File: config.mk
export PLATFORM = sky130hd
export DESIGN_NAME = decimal_digits_blank_leading
export DESIGN_NICKNAME = d
export VERILOG_FILES = /design/src/rtl/ddbl_pkg.sv /design/src/rtl/ddbl_bcd_conv.sv /design/src/rtl/decimal_digits_blank_leading.sv
export SDC_FILE = /design/constraint.sdc
export NUM_CORES = 1
export LEC_CHECK = 0
export ABC_AREA = 1
export BUFFER_PORTS_ARGS = -buffer_cell sky130_fd_sc_hd__clkbuf_2
export CORE_MARGIN = 5
export CORE_UTILIZATION = 45
export CTS_CLUSTER_SIZE = 28
export DETAILED_ROUTE_END_ITERATION = 8
export GPL_TIMING_DRIVEN = 0
export SKIP_LAST_GASP = 1
export SYNTH_ARGS = -nofsm -noshare
export SYNTH_HDL_FRONTEND = slang
export SYNTH_SLANG_ARGS = --single-unit
File: constraint.sdc
create_clock -name clock -period 3.8 [get_ports clock]
set_input_delay 0.38 -clock clock [delete_from_list [all_inputs] [get_ports clock]]
set_output_delay 0.38 -clock clock [all_outputs]
set_load 0.1 [all_outputs]
File: src/rtl/ddbl_pkg.sv
// Shared constants, types and state encoding for the decimal text converter.
`timescale 1ns / 1ps
package ddbl_pkg;

   localparam int MAX_DIGITS   = 10;
   localparam int VALUE_W      = 32;
   localparam int COUNT_W      = 4;
   localparam int BCD_DIGITS   = 10;
   localparam int STEP_W       = $clog2(VALUE_W);
   localparam int IDX_W        = 4;
   localparam int REQ_DATA_W   = 40;
   localparam int CHAR_W       = 8;

   localparam logic [CHAR_W-1:0] CHAR_ZERO  = 8'h30;
   localparam logic [CHAR_W-1:0] CHAR_SPACE = 8'h20;

   typedef logic [BCD_DIGITS-1:0][3:0] bcd_type;

   typedef enum logic [1:0] {
      ST_IDLE,
      ST_CONV,
      ST_EMIT
   } state_type;

endpackage

File: src/rtl/ddbl_bcd_conv.sv
// Iterative shift-add-3 binary to BCD converter, one bit per cycle.
`timescale 1ns / 1ps
module ddbl_bcd_conv
   import ddbl_pkg::*;
(
   input  logic               clock,
   input  logic               reset,
   input  logic               start,
   input  logic [VALUE_W-1:0] value,
   output logic               done,
   output bcd_type            bcd
);

   logic [VALUE_W-1:0]      shreg_ff, shreg_in;
   bcd_type                 bcd_ff, bcd_in, adj;
   logic [BCD_DIGITS*4-1:0] adj_bits;
   logic [STEP_W-1:0]       step_ff, step_in;
   logic                    run_ff, run_in;
   logic                    done_ff, done_in;

   always_comb begin
      for (int i = 0; i < BCD_DIGITS; i++) begin
         adj[i] = (bcd_ff[i] >= 4'd5) ? 4'(bcd_ff[i] + 4'd3) : bcd_ff[i];
      end
   end

   assign adj_bits = adj;

   always_comb begin
      shreg_in = shreg_ff;
      bcd_in   = bcd_ff;
      step_in  = step_ff;
      run_in   = run_ff;
      done_in  = 1'b0;
      if (start) begin
         shreg_in = value;
         bcd_in   = '0;
         step_in  = '0;
         run_in   = 1'b1;
      end else if (run_ff) begin
         bcd_in   = {adj_bits[BCD_DIGITS*4-2:0], shreg_ff[VALUE_W-1]};
         shreg_in = {shreg_ff[VALUE_W-2:0], 1'b0};
         step_in  = STEP_W'(step_ff + 1'b1);
         if (step_ff == STEP_W'(VALUE_W - 1)) begin
            run_in  = 1'b0;
            done_in = 1'b1;
         end
      end
   end

   always_ff @(posedge clock) begin
      if (reset) begin
         run_ff  <= 1'b0;
         done_ff <= 1'b0;
         step_ff <= '0;
      end else begin
         run_ff  <= run_in;
         done_ff <= done_in;
         step_ff <= step_in;
      end
      shreg_ff <= shreg_in;
      bcd_ff   <= bcd_in;
   end

   assign done = done_ff;
   assign bcd  = bcd_ff;

endmodule

File: src/rtl/decimal_digits_blank_leading.sv
// Top level: binary number to blanked ASCII decimal text, one character per item.
//
// Input channel req_*: one item carries a 32-bit unsigned value and a 4-bit
// digit count. A count of 0 acts as 1, counts above 10 act as 10.
// Output channel rsp_*: one item per character, most significant first;
// rsp_tlast marks the final character. Leading zeros show as spaces, the
// final character is always a digit; higher digits than the count are dropped.
// The value passes through shift-add-3 in the BCD converter, then a handoff
// to emitting; the first character is offered once the converter is done,
// then one character per cycle while rsp_tready is high. The next item is
// accepted only after the final character of the previous one is taken.
// req_tready is high only while idle and out of reset; one item is in work
// at a time. A stall on rsp_tready holds the current character and its flag.
// Reset (synchronous, active high) returns the block to idle with no
// characters pending.
`timescale 1ns / 1ps
module decimal_digits_blank_leading
   import ddbl_pkg::*;
(
   input  logic                  clock,
   input  logic                  reset,
   input  logic                  req_tvalid,
   output logic                  req_tready,
   input  logic [REQ_DATA_W-1:0] req_tdata,   // value[31:0], digit_count[35:32], zero
   output logic                  rsp_tvalid,
   input  logic                  rsp_tready,
   output logic [CHAR_W-1:0]     rsp_tdata,   // character[7:0]
   output logic                  rsp_tlast    // last
);

   state_type          state_ff, state_in;
   logic [IDX_W-1:0]   idx_ff, idx_in;
   logic               blank_ff, blank_in;
   logic               req_acc, rsp_acc;
   logic               conv_done;
   bcd_type            bcd;
   logic [COUNT_W-1:0] count;
   logic [IDX_W-1:0]   first_idx;
   logic [3:0]         digit;

   assign req_acc = req_tvalid && req_tready;
   assign rsp_acc = rsp_tvalid && rsp_tready;
   assign count   = req_tdata[VALUE_W +: COUNT_W];

   always_comb begin
      if (count == '0) begin
         first_idx = '0;
      end else if (count > COUNT_W'(MAX_DIGITS)) begin
         first_idx = IDX_W'(MAX_DIGITS - 1);
      end else begin
         first_idx = IDX_W'(count - 1'b1);
      end
   end

   ddbl_bcd_conv u_conv (
      .clock (clock),
      .reset (reset),
      .start (req_acc),
      .value (req_tdata[VALUE_W-1:0]),
      .done  (conv_done),
      .bcd   (bcd)
   );

   always_comb begin
      state_in = state_ff;
      case (state_ff)
         ST_IDLE: begin
            if (req_acc) state_in = ST_CONV;
         end
         ST_CONV: begin
            if (conv_done) state_in = ST_EMIT;
         end
         ST_EMIT: begin
            if (rsp_acc && idx_ff == '0) state_in = ST_IDLE;
         end
         default: state_in = ST_IDLE;
      endcase
   end

   always_comb begin
      req_tready = 1'b0;
      rsp_tvalid = 1'b0;
      case (state_ff)
         ST_IDLE: req_tready = !reset;
         ST_CONV: req_tready = 1'b0;
         ST_EMIT: rsp_tvalid = 1'b1;
         default: begin
            req_tready = 1'b0;
            rsp_tvalid = 1'b0;
         end
      endcase
   end

   assign digit     = bcd[idx_ff];
   assign rsp_tlast = (idx_ff == '0);
   assign rsp_tdata = (blank_ff && !rsp_tlast && digit == 4'd0) ?
                      CHAR_SPACE : (CHAR_ZERO | {4'd0, digit});

   always_comb begin
      idx_in   = idx_ff;
      blank_in = blank_ff;
      if (req_acc) begin
         idx_in   = first_idx;
         blank_in = 1'b1;
      end else if (rsp_acc) begin
         if (digit != 4'd0) blank_in = 1'b0;
         if (idx_ff != '0) idx_in = IDX_W'(idx_ff - 1'b1);
      end
   end

   always_ff @(posedge clock) begin
      if (reset) begin
         state_ff <= ST_IDLE;
         idx_ff   <= '0;
         blank_ff <= 1'b1;
      end else begin
         state_ff <= state_in;
         idx_ff   <= idx_in;
         blank_ff <= blank_in;
      end
   end

endmodule

After elaboration in Yosys (flattened, before gate mapping)
Index checks and enable logic that the tools add are counted.

Register bits: 86. Output and inout port bits: 11. Logic and storage cells: 100.

Add/sub/neg operators: 13. $lt $le $gt $ge: 12. Equal/unequal tests: 6. Mux-type cells: 30. Bitwise logic cells: 1. Reduce and logical (&&, ||, !) cells: 21.

Operators by type and width (number): 32-bit 2-to-1 mux (2); 4-bit 2-to-1 mux (15); 4-bit by 3-bit >= comparator with 1-bit output (second input constant) (10); 4-bit by 2-bit adder with 4-bit output (second input constant) (9); 4-bit binary-select mux with 4-bit select (1); 4-bit logical NOT (3); 4-bit nonzero test (2); 4-bit by 1-bit subtractor with 4-bit output (second input constant) (2); 1-bit 2-to-1 mux (6); 2-bit 2-to-1 mux (3); 2-bit case mux with 3 select lines (1); 2-bit nonzero test (3); 5-bit by 1-bit adder with 5-bit output (second input constant) (1); 5-bit == test (second input constant) (1); 1-bit logical AND (5); 4-bit by 5-bit less-than comparator with 1-bit output (second input constant) (1); 5-bit 2-to-1 mux (1); 4-bit greater-than comparator (second input constant) (1); 2-bit inequality test (second input constant) (2); 2-bit AND reduction (2); 3-bit by 2-bit adder with 3-bit output (second input constant) (1); 3-bit 2-to-1 mux (1); 3-bit AND reduction (1); 3-bit OR reduction (1); 7 further kinds (8).

Longest topological paths before layout
Depth in word-level cells: 6. Gate-level depth with buffers: 12. Gate-level depth less buffers: 10.

Hierarchy
A second synthesis with hierarchy kept.

Cell total of the unflattened synthesis: 710. Area total of the unflattened synthesis: 4997.3 um^2.

By module, submodules not included: ddbl_bcd_conv (instances 1, cells each 521, area each 3996.3 um^2, seq. area each 1901.8 um^2); decimal_digits_blank_leading (instances 1, cells each 189, area each 1001.0 um^2, seq. area each 140.1 um^2).

Worst setup path after synthesis
OpenSTA, ideal clock, no wires.

Path kind: register to output. From: register idx_ff[0]. To: output port rsp_tdata[4]. Arrival: 2.632 ns. Data required time: 3.420 ns. Path slack: 0.788 ns. Cell stages (with the launch flop): 11. Buffers on the path: 2. Cells stage by stage: dfxtp_1 -> buf_6 -> inv_8 -> buf_6 -> nand2_1 -> nand3_1 -> nand3_1 -> nand3_1 -> nand2_1 -> nor2_1 -> nand4_1.

Cells in the longest elaborated chain, start to end: 5. Elaborated cells between the ends (all ways): 8. Classes of those cells: mux: 3; reduce/logical: 5.

Ends and longest elaborated chain: from (decl) (RTL line decimal_digits_blank_leading.sv:32) `logic [IDX_W-1:0] idx_ff, idx_in;`; from (signal assigned) (RTL line decimal_digits_blank_leading.sv:118) `idx_ff <= idx_in;`; 4-bit binary-select mux with 4-bit select or 4-bit logical NOT (tied branches) (RTL line decimal_digits_blank_leading.sv:94, decimal_digits_blank_leading.sv:95); 4-bit 2-to-1 mux (not written as such) or 1-bit logical NOT (tied branches) (RTL line decimal_digits_blank_leading.sv:94, decimal_digits_blank_leading.sv:96); 4-bit logical NOT or 1-bit logical AND (tied branches) (RTL line decimal_digits_blank_leading.sv:96) `assign rsp_tdata = (blank_ff && !rsp_tlast && digit == 4'd0) ?`; 1-bit logical AND (*) (RTL line decimal_digits_blank_leading.sv:96); 5-bit 2-to-1 mux (*) (RTL line decimal_digits_blank_leading.sv:96); to (decl) (RTL line decimal_digits_blank_leading.sv:27) `output logic [CHAR_W-1:0] rsp_tdata,`.

Every way passes the cells marked *; elsewhere a longest branch is shown, timed or not. The select of a mux whose other input is x is not followed.

Worst setup path after layout
From: register idx_ff[1]. To: output port rsp_tdata[4].

Same word-level chain as after synthesis.

==> flow_results.org <==
** Placement
- Count of input and output buffers :: 47
- Gp weighted congestion :: slightly below 0.9
- Half-perimeter wire length of the detailed placement result :: between 8000 and 9000 µm

** STA
- The final-report max-slew violation count is 0.
- The worst path uses around two thirds of the clock period.
- Subtracting the final worst setup slack from the clock period gives between 2 and 3 ns.
- Normalized max-slew margin :: between 30% and 40%
- Fmax :: a little under 400 MHz
- Setup repair after global routing left no endpoint under its margin.
- Worst clock skew :: 0.00991 ns
- At the pin with the least slew margin, the transition time is 0.962 ns.
- In the final timing run, aggregate negative setup slack is 0 ns.
- Setup Viol. Count Final :: 0
- The final number of hold-violating endpoints was 0.

** GRT
- The number of global-route vias before repair was between 4000 and 5000.
- Number of antenna violations at the first check in global routing :: 0
- In the global route stage, overall resource usage came out at between 10% and 20%.
- Maximum number of pins on one net before global-route repair :: between 40 and 50
- Wire length of the first global-routing pass :: between 15000 and 20000 µm
- Total congestion overflow :: 0

** Logic synthesis
- Most used flip-flop cell after synthesis :: sky130_fd_sc_hd__dfxtp_1
- Cell area after technology mapping :: between 4000 and 5000 µm²
- After synthesis, the mean cell area works out to approximately 7.8 µm².
- Synth Register Bits :: between 80 and 90
- The Yosys step of the flow raised 0 warnings.
- Sequential cells were found to cover between 40% and 50% of the synthesized design area.
- In the post-synthesis netlist, the biggest area contributors are sky130_fd_sc_hd__dfxtp_1 (23%), sky130_fd_sc_hd__edfxtp_1 (20%), sky130_fd_sc_hd__nand2_1 (14%).
- In this run the biggest area consumer among cell types represents between 20% and 30% of the synthesized area.
- For this run, asynchronously set or reset flops after synthesis account for 0%.
- The cell count after synthesis came out at approximately 600.
- Synth area leader :: sky130_fd_sc_hd__dfxtp_1
- Number of flops mapped to enable cells by yosys :: 32
- Distinct cell type count of the synthesized netlist :: 39

** Layout
- Diode insertion count for antenna repair :: 0
- Area growth from synthesis to layout :: 13.3%
- Fin nets :: 740
- At the end of the flow the core is filled with cells to a little over half.
- The filler cells instantiated in the layout total 1012.
- Fraction of final layout cells sized beyond drive strength 1 :: approximately 14%

** Pwr
- PD cells :: 425 nW/µm²
- Post-route total power :: about 2300 µW
- The analysis attributes to cell leakage a power of about 0.0025 µW.
- Maximum ir drop on the vdd rail :: 0.300 mV

** Clock network
- TritonCTS built the clock tree.
- Resize count post-CTS :: 0
- The tree is rooted in a sky130_fd_sc_hd__clkbuf_8.
- Sink count of the clock tree :: 86
- Hold repair after CTS inserted 0 buffers.
- The later pin in the worst-skew pair is clocked with a latency of 0.38 ns.
- Maximum buffer depth of the clock tree :: 2
- After clock tree synthesis, the clock-pin slew on the worst setup and hold paths is about 0.090 ns.
- In this run, CTS created clock tree buffers numbering 9.
- After clock tree synthesis, the setup repair step added 0 buffers.
- H-tree Lvls :: 3

** Status
- Status :: completed

** Worst hold path
- Worst hold path stage count :: 3
- The worst hold path terminates at u_conv.shreg_ff[31]$_DFFE_PP_.
- The min-delay analysis places its worst path in the category in -> reg.
- Hold Crit Start :: req_tdata[31]

** Worst setup path
- The setup check on the worst reg-to-reg path leaves a slack of around 1.8 ns.
- STA puts the critical path data arrival time at between 2 and 2.5 ns.
- Startpoint class of the critical path :: flop
- In this run the critical register-to-register path is captured at u_conv.shreg_ff[12]$_DFFE_PP_.
- Critical Path RT :: roughly 3.4 ns
- The largest single stage delay on the critical path is ~0.48 ns.
- Register-to-Register Path Depth :: 4
- Crit Reg-Reg Startpoint :: state_ff[1]$_SDFFE_PP0P_
- STA classifies the critical path endpoint as an output pin.
- Cell with the largest stage delay on the worst path :: sky130_fd_sc_hd__clkbuf_2
- Critical setup path kind :: reg -> out
- Most Frequent Cell on Critical Path :: sky130_fd_sc_hd__nand2_1
- Of all nets on the critical path, the largest fanout is 10.
- Walking the worst path, the cells encountered are buf_2, nor3_1, nand2_1, nand2_1, nor2_1, nand4_1, clkbuf_2.

** Die
- Die span in y :: around 110 µm
- I/O pin count :: 55
- The floorplan step set the die width to between 100 and 150 µm.
- Initial standard-cell utilization of the core :: 46.0%
- Core Box Area :: roughly 10000 µm²
- Number of cell rows :: 37
- Die area :: 12700 µm²

** Routing
- Dividing the detail-routed wire length by the instance count gives around 15 µm.
- Routed Wire Length :: about 12000 µm
- For this run, the detailed router's first-pass iteration total came to 5.
- Via count :: 4191
- The detail route stage leaves a number of antenna-violating nets equal to 0.
- Post-detailed-route via-to-cell ratio :: just over 5
- DR iter-0 viols :: roughly 260
- Number of remaining DRC errors :: 0

** Job
- MaxCap Viol Count :: 0
## per-stage QoR
stage	worst slack (ns)	hold WS, ns	cells	instance area [µm²]
floorplan	0.788	0.408	613	4750
global placement	1.64	0.426	796	5160
detailed placement	1.60	0.421	796	5160
CTS	1.22	0.248	812	5380
global route	1.11	0.255	812	5380
finish	1.24	0.263	812	5380
## cell usage in the layout (no fill, tap or decap), drive strengths merged, types with 12 or more instances in the layout
cell type / synthesis / routed
nand2: 182 / 182
nand3: 36 / 36
clkbuf: 1 / 59
o22ai: 12 / 12
buf: 24 / 24
edfxtp: 32 / 32
a21oi: 39 / 39
nor2: 26 / 26
dfxtp: 54 / 54
o21ai: 46 / 46
ha: 25 / 25
inv: 85 / 86
## state kept, by name, indices dropped and copies added, names as in the netlist
signal and count:
u_conv.shreg_ff 32, u_conv.done 1, state_ff 2, u_conv.bcd 40, blank_ff 1, idx_ff 4, u_conv.step_ff 5, u_conv.run_ff 1
## area by class of cell
| class | instances | area [µm²] | area share, % |
|---|---|---|---|
| clock inverter | 5 | 82.6 | 1.53 |
| tap | 136 | 170 | 3.16 |
| clock buffer | 11 | 141 | 2.63 |
| inverter | 85 | 327 | 6.07 |
| multi-input combinational | 417 | 2210 | 41.1 |
| buffer | 25 | 173 | 3.21 |
| sequential | 86 | 2040 | 37.9 |
| timing repair buffer | 47 | 235 | 4.37 |
## worst max path at each step
stage,from,cells past startpoint,slack [ns],endpoint
after floorplan,idx_ff[0]$_SDFFE_PP0P_,10,0.79,rsp_tdata[4]
after global placement,idx_ff[0]$_SDFFE_PP0P_,11,1.64,rsp_tdata[4]
after detailed placement,reset,5,1.60,u_conv.shreg_ff[13]$_DFFE_PP_
after CTS,idx_ff[0]$_SDFFE_PP0P_,11,1.22,rsp_tdata[4]
after global routing,idx_ff[0]$_SDFFE_PP0P_,11,1.11,rsp_tdata[4]
final,idx_ff[1]$_SDFFE_PP0P_,7,1.24,rsp_tdata[4]
## power breakdown
part | switching [µW] | internal [µW] | leakage (µW) | total [µW]
clock | 349 | 391 | 0.000114 | 741
sequential | 21.4 | 1020 | 0.000743 | 1040
combinational | 376 | 126 | 0.00167 | 502
total | 747 | 1540 | 0.00252 | 2290
## layer usage
layer  part of all wire (%)  global-route usage (%)  wire length, µm  vias up
met5                      0                       0                0        -
met4                    3.4                    8.25              411        0
met3                    5.3                    5.35              635       35
met2                     47                    32.8             5700      112
met1                     44                    22.7             5270     1893
li1                       -                       -                -     2151
## cells in the mapped netlist, types with 12 or more instances
cell	instances
sky130_fd_sc_hd__inv_1	79
sky130_fd_sc_hd__nor2_1	26
sky130_fd_sc_hd__a21oi_1	38
sky130_fd_sc_hd__ha_1	25
sky130_fd_sc_hd__buf_2	12
sky130_fd_sc_hd__dfxtp_1	54
sky130_fd_sc_hd__o22ai_1	12
sky130_fd_sc_hd__edfxtp_1	32
sky130_fd_sc_hd__o21ai_0	45
sky130_fd_sc_hd__nand3_1	36
sky130_fd_sc_hd__nand2_1	179
## worst max-delay path, delay by kind of cell, from the launching register on
kind                   cells  cell delay (ns)
and+or+nand+nor            5             0.83
buffers and inverters      2             0.66
DFF                        1             0.32
## logic make-up after synthesis
logic type      share of synthesized area [%]
simple gates                             21.7
fa+ha+maj                                6.59
xor+xnor                                 1.48
other cells                             0.158
buf+inv                                  10.5
compound gates                           16.6
flops                                    43.0
(Power assumes the default switching activity.)
